[src/design/sha_bsh_pkg.sv]
// sha_bsh_pkg: shared types, constants and round functions for the sha-256 byte hasher
// no dependencies
`timescale 1ns / 1ps
package sha_bsh_pkg;

  localparam int unsigned WordW   = 32;
  localparam int unsigned NumChain = 8;
  localparam int unsigned NumBlk  = 16;
  localparam int unsigned NumRnd  = 64;

  typedef logic [WordW-1:0] word_t;

  localparam word_t InitChain [NumChain] = '{
    32'h6A09E667, 32'hBB67AE85, 32'h3C6EF372, 32'hA54FF53A,
    32'h510E527F, 32'h9B05688C, 32'h1F83D9AB, 32'h5BE0CD19
  };

  localparam word_t RoundK [NumRnd] = '{
    32'h428a2f98, 32'h71374491, 32'hb5c0fbcf, 32'he9b5dba5,
    32'h3956c25b, 32'h59f111f1, 32'h923f82a4, 32'hab1c5ed5,
    32'hd807aa98, 32'h12835b01, 32'h243185be, 32'h550c7dc3,
    32'h72be5d74, 32'h80deb1fe, 32'h9bdc06a7, 32'hc19bf174,
    32'he49b69c1, 32'hefbe4786, 32'h0fc19dc6, 32'h240ca1cc,
    32'h2de92c6f, 32'h4a7484aa, 32'h5cb0a9dc, 32'h76f988da,
    32'h983e5152, 32'ha831c66d, 32'hb00327c8, 32'hbf597fc7,
    32'hc6e00bf3, 32'hd5a79147, 32'h06ca6351, 32'h14292967,
    32'h27b70a85, 32'h2e1b2138, 32'h4d2c6dfc, 32'h53380d13,
    32'h650a7354, 32'h766a0abb, 32'h81c2c92e, 32'h92722c85,
    32'ha2bfe8a1, 32'ha81a664b, 32'hc24b8b70, 32'hc76c51a3,
    32'hd192e819, 32'hd6990624, 32'hf40e3585, 32'h106aa070,
    32'h19a4c116, 32'h1e376c08, 32'h2748774c, 32'h34b0bcb5,
    32'h391c0cb3, 32'h4ed8aa4a, 32'h5b9cca4f, 32'h682e6ff3,
    32'h748f82ee, 32'h78a5636f, 32'h84c87814, 32'h8cc70208,
    32'h90befffa, 32'ha4506ceb, 32'hbef9a3f7, 32'hc67178f2
  };

  localparam logic CmdAbsorb = 1'b0;
  localparam logic CmdFinish = 1'b1;

  localparam logic [7:0] PadByte = 8'h80;

  // controller to datapath
  typedef struct packed {
    logic       load_byte;   // shift byte into buffer word picked by count
    logic       count_en;    // advance bit count
    logic [7:0] byte_val;
    logic       rec_len;     // latch bit count for the length words
    logic       put_len;     // write length into words 14 and 15
    logic       rnd_start;   // copy chain into working vars
    logic       rnd_step;    // one round
    logic       chain_add;   // add working vars into chain
    logic       out_shift;   // rotate chain to present next digest word
    logic       clear;       // chain, buffer and count back to reset values
  } cmd_t;

  // datapath to controller
  typedef struct packed {
    logic       blk_full;    // count will hit a 512 multiple with this byte
    logic       at_448;      // count mod 512 is 448
    logic       rnd_last;
  } stat_t;

  function automatic word_t rotr(word_t x, int unsigned n);
    return (x >> n) | (x << (WordW - n));
  endfunction

  function automatic word_t ssig0(word_t x);
    return rotr(x, 7) ^ rotr(x, 18) ^ (x >> 3);
  endfunction

  function automatic word_t ssig1(word_t x);
    return rotr(x, 17) ^ rotr(x, 19) ^ (x >> 10);
  endfunction

  function automatic word_t bsig0(word_t x);
    return rotr(x, 2) ^ rotr(x, 13) ^ rotr(x, 22);
  endfunction

  function automatic word_t bsig1(word_t x);
    return rotr(x, 6) ^ rotr(x, 11) ^ rotr(x, 25);
  endfunction

endpackage

[src/design/sha_bsh_datapath.sv]
// sha_bsh_datapath: block buffer, bit count, message schedule window and round unit
// depends on sha_bsh_pkg
`timescale 1ns / 1ps
module sha_bsh_datapath (
  input  logic               clk_i,
  input  logic               rst_ni,
  input  sha_bsh_pkg::cmd_t  cmd_i,
  output sha_bsh_pkg::stat_t stat_o,
  output sha_bsh_pkg::word_t digest_word_o
);
  import sha_bsh_pkg::*;

  word_t       blk_q [NumBlk];
  word_t       blk_d [NumBlk];
  word_t       chain_q [NumChain];
  word_t       chain_d [NumChain];
  word_t       wv_q [NumChain];
  word_t       wv_d [NumChain];
  logic [63:0] cnt_q, cnt_d;
  logic [63:0] len_q;
  logic [5:0]  rnd_q, rnd_d;

  logic [3:0]  widx;
  logic [63:0] cnt_inc;
  word_t       t1, t2, w_new;

  assign widx    = cnt_q[8:5];
  assign cnt_inc = cnt_q + 64'd8;

  assign stat_o.blk_full = (cnt_inc[8:0] == 9'd0);
  assign stat_o.at_448   = (cnt_q[8:0] == 9'd448);
  assign stat_o.rnd_last = (rnd_q == 6'd63);

  assign digest_word_o = chain_q[0];

  // buffer doubles as the 16-word schedule window during the rounds
  assign w_new = ssig1(blk_q[14]) + blk_q[9] + ssig0(blk_q[1]) + blk_q[0];
  assign t1 = wv_q[7] + bsig1(wv_q[4]) + ((wv_q[4] & wv_q[5]) ^ (~wv_q[4] & wv_q[6]))
            + RoundK[rnd_q] + blk_q[0];
  assign t2 = bsig0(wv_q[0]) + ((wv_q[0] & wv_q[1]) ^ (wv_q[0] & wv_q[2])
            ^ (wv_q[1] & wv_q[2]));

  always_comb begin
    blk_d   = blk_q;
    chain_d = chain_q;
    wv_d    = wv_q;
    cnt_d   = cnt_q;
    rnd_d   = rnd_q;
    if (cmd_i.load_byte) begin
      blk_d[widx] = {blk_q[widx][23:0], cmd_i.byte_val};
    end
    if (cmd_i.count_en) begin
      cnt_d = cnt_inc;
    end
    if (cmd_i.put_len) begin
      blk_d[14] = len_q[63:32];
      blk_d[15] = len_q[31:0];
    end
    if (cmd_i.rnd_start) begin
      wv_d  = chain_q;
      rnd_d = '0;
    end
    if (cmd_i.rnd_step) begin
      for (int i = 0; i < NumBlk - 1; i++) begin
        blk_d[i] = blk_q[i+1];
      end
      blk_d[NumBlk-1] = w_new;
      wv_d[7] = wv_q[6];
      wv_d[6] = wv_q[5];
      wv_d[5] = wv_q[4];
      wv_d[4] = wv_q[3] + t1;
      wv_d[3] = wv_q[2];
      wv_d[2] = wv_q[1];
      wv_d[1] = wv_q[0];
      wv_d[0] = t1 + t2;
      rnd_d   = rnd_q + 6'd1;
    end
    if (cmd_i.chain_add) begin
      for (int i = 0; i < NumChain; i++) begin
        chain_d[i] = chain_q[i] + wv_q[i];
      end
    end
    if (cmd_i.out_shift) begin
      for (int i = 0; i < NumChain - 1; i++) begin
        chain_d[i] = chain_q[i+1];
      end
      chain_d[NumChain-1] = chain_q[0];
    end
    if (cmd_i.clear) begin
      chain_d = InitChain;
      for (int i = 0; i < NumBlk; i++) begin
        blk_d[i] = '0;
      end
      cnt_d = '0;
    end
  end

  always_ff @(posedge clk_i or negedge rst_ni) begin
    if (!rst_ni) begin
      chain_q <= InitChain;
      cnt_q   <= '0;
      rnd_q   <= '0;
      for (int i = 0; i < NumBlk; i++) begin
        blk_q[i] <= '0;
      end
    end else begin
      chain_q <= chain_d;
      cnt_q   <= cnt_d;
      rnd_q   <= rnd_d;
      blk_q   <= blk_d;
    end
  end

  always_ff @(posedge clk_i) begin
    wv_q <= wv_d;
    if (cmd_i.rec_len) begin
      len_q <= cnt_q;
    end
  end

endmodule

[src/design/sha_bsh_ctrl.sv]
// sha_bsh_ctrl: sequencer for absorb, padding, compression and digest output
// depends on sha_bsh_pkg
`timescale 1ns / 1ps
module sha_bsh_ctrl (
  input  logic               clk_i,
  input  logic               rst_ni,
  input  logic               in_valid,
  output logic               in_stall,
  input  logic               command_i,
  input  logic [7:0]         message_byte_i,
  output logic               out_valid,
  input  logic               out_stall,
  output logic               last_word_o,
  input  sha_bsh_pkg::stat_t stat_i,
  output sha_bsh_pkg::cmd_t  cmd_o
);
  import sha_bsh_pkg::*;

  typedef enum logic [6:0] {
    StIdle  = 7'b0000001,
    StPad   = 7'b0000010,
    StLen   = 7'b0000100,
    StInit  = 7'b0001000,
    StRound = 7'b0010000,
    StAdd   = 7'b0100000,
    StOut   = 7'b1000000
  } state_e;

  state_e     state_q, state_d;
  logic       fin_q, fin_d;     // compression belongs to a finish
  logic       pad1_q, pad1_d;   // 0x80 not yet placed
  logic       pad_q, pad_d;     // padding in progress
  logic [2:0] oc_q, oc_d;
  logic       acc;

  assign in_stall    = (state_q != StIdle);
  assign acc         = in_valid && !in_stall;
  assign out_valid   = (state_q == StOut);
  assign last_word_o = (oc_q == 3'd7);

  always_comb begin
    state_d = state_q;
    fin_d   = fin_q;
    pad1_d  = pad1_q;
    oc_d    = oc_q;
    cmd_o   = '0;
    case (state_q)
      StIdle: begin
        if (acc) begin
          if (command_i == CmdAbsorb) begin
            cmd_o.load_byte = 1'b1;
            cmd_o.count_en  = 1'b1;
            cmd_o.byte_val  = message_byte_i;
            if (stat_i.blk_full) begin
              fin_d   = 1'b0;
              state_d = StInit;
            end
          end else begin
            cmd_o.rec_len = 1'b1;
            pad1_d        = 1'b1;
            state_d       = StPad;
          end
        end
      end
      StPad: begin
        // first pad byte always goes in; zeros stop at 448 mod 512
        if (pad1_q || !stat_i.at_448) begin
          cmd_o.load_byte = 1'b1;
          cmd_o.count_en  = 1'b1;
          cmd_o.byte_val  = pad1_q ? PadByte : 8'h00;
          pad1_d          = 1'b0;
          if (stat_i.blk_full) begin
            fin_d   = 1'b0;
            state_d = StInit;
          end
        end else begin
          state_d = StLen;
        end
      end
      StLen: begin
        cmd_o.put_len = 1'b1;
        fin_d         = 1'b1;
        state_d       = StInit;
      end
      StInit: begin
        cmd_o.rnd_start = 1'b1;
        state_d         = StRound;
      end
      StRound: begin
        cmd_o.rnd_step = 1'b1;
        if (stat_i.rnd_last) begin
          state_d = StAdd;
        end
      end
      StAdd: begin
        cmd_o.chain_add = 1'b1;
        oc_d            = '0;
        if (fin_q) begin
          state_d = StOut;
        end else if (pad_q) begin
          state_d = StPad;
        end else begin
          state_d = StIdle;
        end
      end
      StOut: begin
        if (!out_stall) begin
          cmd_o.out_shift = 1'b1;
          oc_d            = oc_q + 3'd1;
          if (oc_q == 3'd7) begin
            cmd_o.clear = 1'b1;
            state_d     = StIdle;
          end
        end
      end
      default: begin
        state_d = StIdle;
      end
    endcase
  end

  always_comb begin
    pad_d = pad_q;
    if (state_q == StIdle && acc && command_i == CmdFinish) begin
      pad_d = 1'b1;
    end else if (state_q == StLen) begin
      pad_d = 1'b0;
    end
  end

  always_ff @(posedge clk_i or negedge rst_ni) begin
    if (!rst_ni) begin
      state_q <= StIdle;
      fin_q   <= 1'b0;
      pad1_q  <= 1'b0;
      pad_q   <= 1'b0;
      oc_q    <= '0;
    end else begin
      state_q <= state_d;
      fin_q   <= fin_d;
      pad1_q  <= pad1_d;
      pad_q   <= pad_d;
      oc_q    <= oc_d;
    end
  end

endmodule

[src/design/sha256_byte_stream_hasher.sv]
// sha-256 over a byte stream: an absorb beat loads one byte, and the 64th byte of a block
// starts a compression (one round per cycle in the datapath round unit); a finish beat
// adds the padding bytes and the length words and then compresses (twice when the pad
// spills into a second block), then gives 8 output beats, one per cycle unstalled;
// in_stall holds off new bytes until the block is idle again. asynchronous active-low reset loads
// the initial hash values and clears the buffer and bit count
`timescale 1ns / 1ps
module sha256_byte_stream_hasher (
  input  logic        clk_i,
  input  logic        rst_ni,
  input  logic        in_valid,
  output logic        in_stall,
  input  logic        command_i,
  input  logic [7:0]  message_byte_i,
  output logic        out_valid,
  input  logic        out_stall,
  output logic [31:0] digest_word_o,
  output logic        last_word_o
);
  import sha_bsh_pkg::*;

  cmd_t  cmd;
  stat_t stat;

  sha_bsh_ctrl u_ctrl (
    .clk_i          (clk_i),
    .rst_ni         (rst_ni),
    .in_valid       (in_valid),
    .in_stall       (in_stall),
    .command_i      (command_i),
    .message_byte_i (message_byte_i),
    .out_valid      (out_valid),
    .out_stall      (out_stall),
    .last_word_o    (last_word_o),
    .stat_i         (stat),
    .cmd_o          (cmd)
  );

  sha_bsh_datapath u_dp (
    .clk_i         (clk_i),
    .rst_ni        (rst_ni),
    .cmd_i         (cmd),
    .stat_o        (stat),
    .digest_word_o (digest_word_o)
  );

endmodule

[config.mk]
export PLATFORM = sky130hd
export DESIGN_NAME = sha256_byte_stream_hasher
export DESIGN_NICKNAME = d
export VERILOG_FILES = /design/src/design/sha_bsh_pkg.sv /design/src/design/sha_bsh_datapath.sv /design/src/design/sha_bsh_ctrl.sv /design/src/design/sha256_byte_stream_hasher.sv
export SDC_FILE = /design/constraint.sdc
export NUM_CORES = 2
export LEC_CHECK = 0
export BUFFER_PORTS_ARGS = -buffer_cell sky130_fd_sc_hd__buf_2
export CORE_ASPECT_RATIO = 0.8
export CORE_MARGIN = 2
export CORE_UTILIZATION = 55
export CTS_CLUSTER_SIZE = 40
export DETAILED_ROUTE_END_ITERATION = 8
export PLACE_DENSITY_LB_ADDON = 0.25
export SLEW_MARGIN = 20
export SYNTH_ARGS = -nofsm -noshare
export SYNTH_HDL_FRONTEND = slang
export SYNTH_SLANG_ARGS = --single-unit
[constraint.sdc]
create_clock -name clk_i -period 12.1 [get_ports clk_i]
set_input_delay 1.21 -clock clk_i [delete_from_list [all_inputs] [get_ports clk_i]]
set_output_delay 1.21 -clock clk_i [all_outputs]
set_load 0.01 [all_outputs]
==> qor.yml <==
critical_path:
  cp-end-kind: "flop"
  cp_slowest_cell: "ha_1"
  critical_path_peak_fanout: 20
  worst_ep_arrival_time_ns: 11.06
  critPathRequiredTime_ns: 12.60
  cp-start-kind: "flop"
  max_stage_delay_ns: 0.76
  criticalPathCategory: "flop to flop"
clocking:
  postCtsResizedCells: 0
  root_buffer: "clkbuf_16"
  ctsLongestPathBuffers: 3
  cts_setup_buffers: 0
  htreeDepth: 4
  tritoncts: "yes"
  cts_num_sinks: 1165
  path_clk_slew_ns: 0.07
  clkLatencyLatePin_ns: 0.81
  ctsHoldBuffers: 0
  cts_made_buffers: 131
routing:
  drtIter0Drc: 11154
  met1_length_mm: 138
  top_layer_used: "met5"
  ant_nets: 0
  route.met2.wl_mm: 118
  met3_length_mm: 54.5
  wl_mm: 318
  wire_per_inst_um: 30.0
  avgViaCountPerCell: 6.82
  remaining_drc_errors: 0
  dr.pass1.iters: 9
  vias: 72316
sta:
  relSlewSlack_pct: 13.9
  post-route-min-period_ns: 10.56
  finalSetupTns_ns: 0
  max_freq_ghz: 0.0947
  finalHoldViolCount: 0
  skew_ns: 0.0423
  drv_slew: 0
  setup_violations: 0
  rsz0062_at_grt: "false"
  fin_crit_sh_pct: 87.3
  tightest_slew_ns: 1.29
floorplanning:
  die_w_um: 433
  rows: 126
  die_height_um: 348
  dieArea_um2: 151000
  core_area_um2: 147000
  io_pins: 48
  start_util_pct: 55.2
synthesis:
  yosysWarnings: 0
  syn_nets: 9471
  synth.top_cells.by_area: "dfrtp_1 22%, edfxtp_1 12%, nand2_1 6.4%"
  synthArstFlopShare_pct: 72.8
  syn-cell-area_um2: 81100
  synth_top_area_cell: "dfrtp_1"
  seq_area_frac_synth_pct: 38.1
  yosys.cell_types.count: 95
  syn_area_per_cell_um2: 9.15
  netlist_instances: 8867
  ys_seq_elements: 1165
  synth_edf_count: 317
  synth_top_area_share_pct: 21.9
  synth_ff_type: "dfrtp_1"
global_routing:
  grt_pass1_vias: 66465
  grt_pass1_wl_mm: 464
  grt_max_degree: 203
  grt-ovfl-total: 0
  grt.total_usage_pct: 41.8
  antenna_found_initial: 15
placement:
  portBuffers: 47
  hpwlAfterDp_mm: 230
  place_congestion: 1.05
cells_and_area:
  final_cell_mix: "1391 x nand2_1, 815 x o21ai_0, 706 x dfrtp_1"
  final_nets: 9113
  final_layout_size_suffix_gt1_share_pct: 8.80
  area_growth_pct: 6.96
  n_fill_cell: 12826
  layout_commonest_cell: "nand2_1"
job:
  maxCapViolCount: 0
min_path:
  hold_path.class: "input pin to async pin"
run_status:
  status: "complete, no violations"
[flip-flops by register name, indices dropped and copies added (netlist names), 6 cells and up]
register	flops
u_dp.len_q	61
u_dp.rnd_q	6
u_dp.blk_q	512
u_dp.cnt_q	61
u_dp.chain_q	224
u_dp.digest_word_o	32
u_dp.wv_q	256
u_ctrl.state_q	7
[path summary, 6_finish.rpt]
| check | start | to | slack, ns | cells after the start |
|---|---|---|---|---|
| worst max-delay path | u_dp.rnd_q[1]$_DFFE_PN0P_ | u_dp.wv_q[255]$_DFFE_PP_ | 1.54 | 35 |
| worst min-delay path | rst_ni | u_dp.cnt_q[34]$_DFFE_PN0P_ | 0.41 | 1 |
| worst max register to register | u_dp.rnd_q[1]$_DFFE_PN0P_ | u_dp.wv_q[255]$_DFFE_PP_ | 1.54 | 35 |
| worst min register to register | u_dp.blk_q[286]$_DFFE_PN0P_ | u_dp.blk_q[286]$_DFFE_PN0P_ | 0.48 | 2 |
| max in group asynchronous | rst_ni | u_dp.chain_q[130]$_DFFE_PN0P_ | 9.48 | 3 |
| min in group clk_i | u_dp.blk_q[286]$_DFFE_PN0P_ | u_dp.blk_q[286]$_DFFE_PN0P_ | 0.48 | 2 |
[worst max-delay path, delay by kind of cell, from the launching register on]
kind	cells	cell delay, ns
AO/OA/AOI/OAI	15	4.21
XOR/XNOR	3	0.49
adder cells (fa/ha/maj)	7	3.41
buffers and inverters	4	0.63
flip-flops	1	0.34
AND/OR/NAND/NOR	6	1.16
[kinds of logic (layout without fill, tap and decap cells)]
family	after synthesis	in the layout	share of synthesized area [%]
compound gates	2739	2739	21.5
xor+xnor	597	597	6.45
fa+ha+maj	616	616	11.2
buf+inv	960	710	4.62
flops	1165	1165	38.1
mux	183	183	4.28
other cells	0	5	0
simple gates	2607	2607	13.8
[stage by stage]
stage	worst slack [ns]	hold WS [ns]	cell area (um2)	cells	util (%)
after detailed placement	2.00	0.465	82400	10360	56.1
after global routing	1.02	0.432	86800	10605	59.0
after global placement	1.93	0.458	82400	10360	56.1
final	1.54	0.407	86800	10606	59.1
after floorplan	3.48	0.420	81100	8867	-
after CTS	1.92	0.394	86700	10601	59.0
[layout make-up]
type	instances	area (um2)	area share, %
Clock buffer	197	3850	4.44
Sequential cell	1165	30900	35.6
Timing Repair Buffer	166	1260	1.46
Inverter	303	1140	1.32
Antenna cell	5	12.5	0.0144
Clock inverter	44	447	0.515
Multi-Input combinational cell	6742	46600	53.8
Tap cell	1984	2480	2.86
[layer usage]
layer | vias up | track usage [%]
met5 | - | 0.868
met4 | 17 | 9.99
met2 | 4794 | 51.1
met3 | 484 | 19.9
met1 | 35969 | 64.5
li1 | 31052 | -
[synthesized netlist by cell type, drive strengths merged (63+ instances only)]
| library cell | n |
|---|---|
| a21o | 180 |
| a21oi | 651 |
| a221o | 150 |
| a22oi | 384 |
| a31oi | 73 |
| buf | 120 |
| clkbuf | 537 |
| dfrtp | 711 |
| dfstp | 137 |
| edfxtp | 317 |
| fa | 195 |
| ha | 396 |
| inv | 302 |
| mux4 | 130 |
| nand2 | 1394 |
| nand2b | 63 |
| nand3 | 132 |
| nor2 | 542 |
| nor2b | 66 |
| nor3 | 165 |
| o21ai | 826 |
| xnor2 | 389 |
| xor2 | 208 |
Power is not shown: default switching activity piles up to over one toggle a cycle in this logic, so the estimate is an artifact.
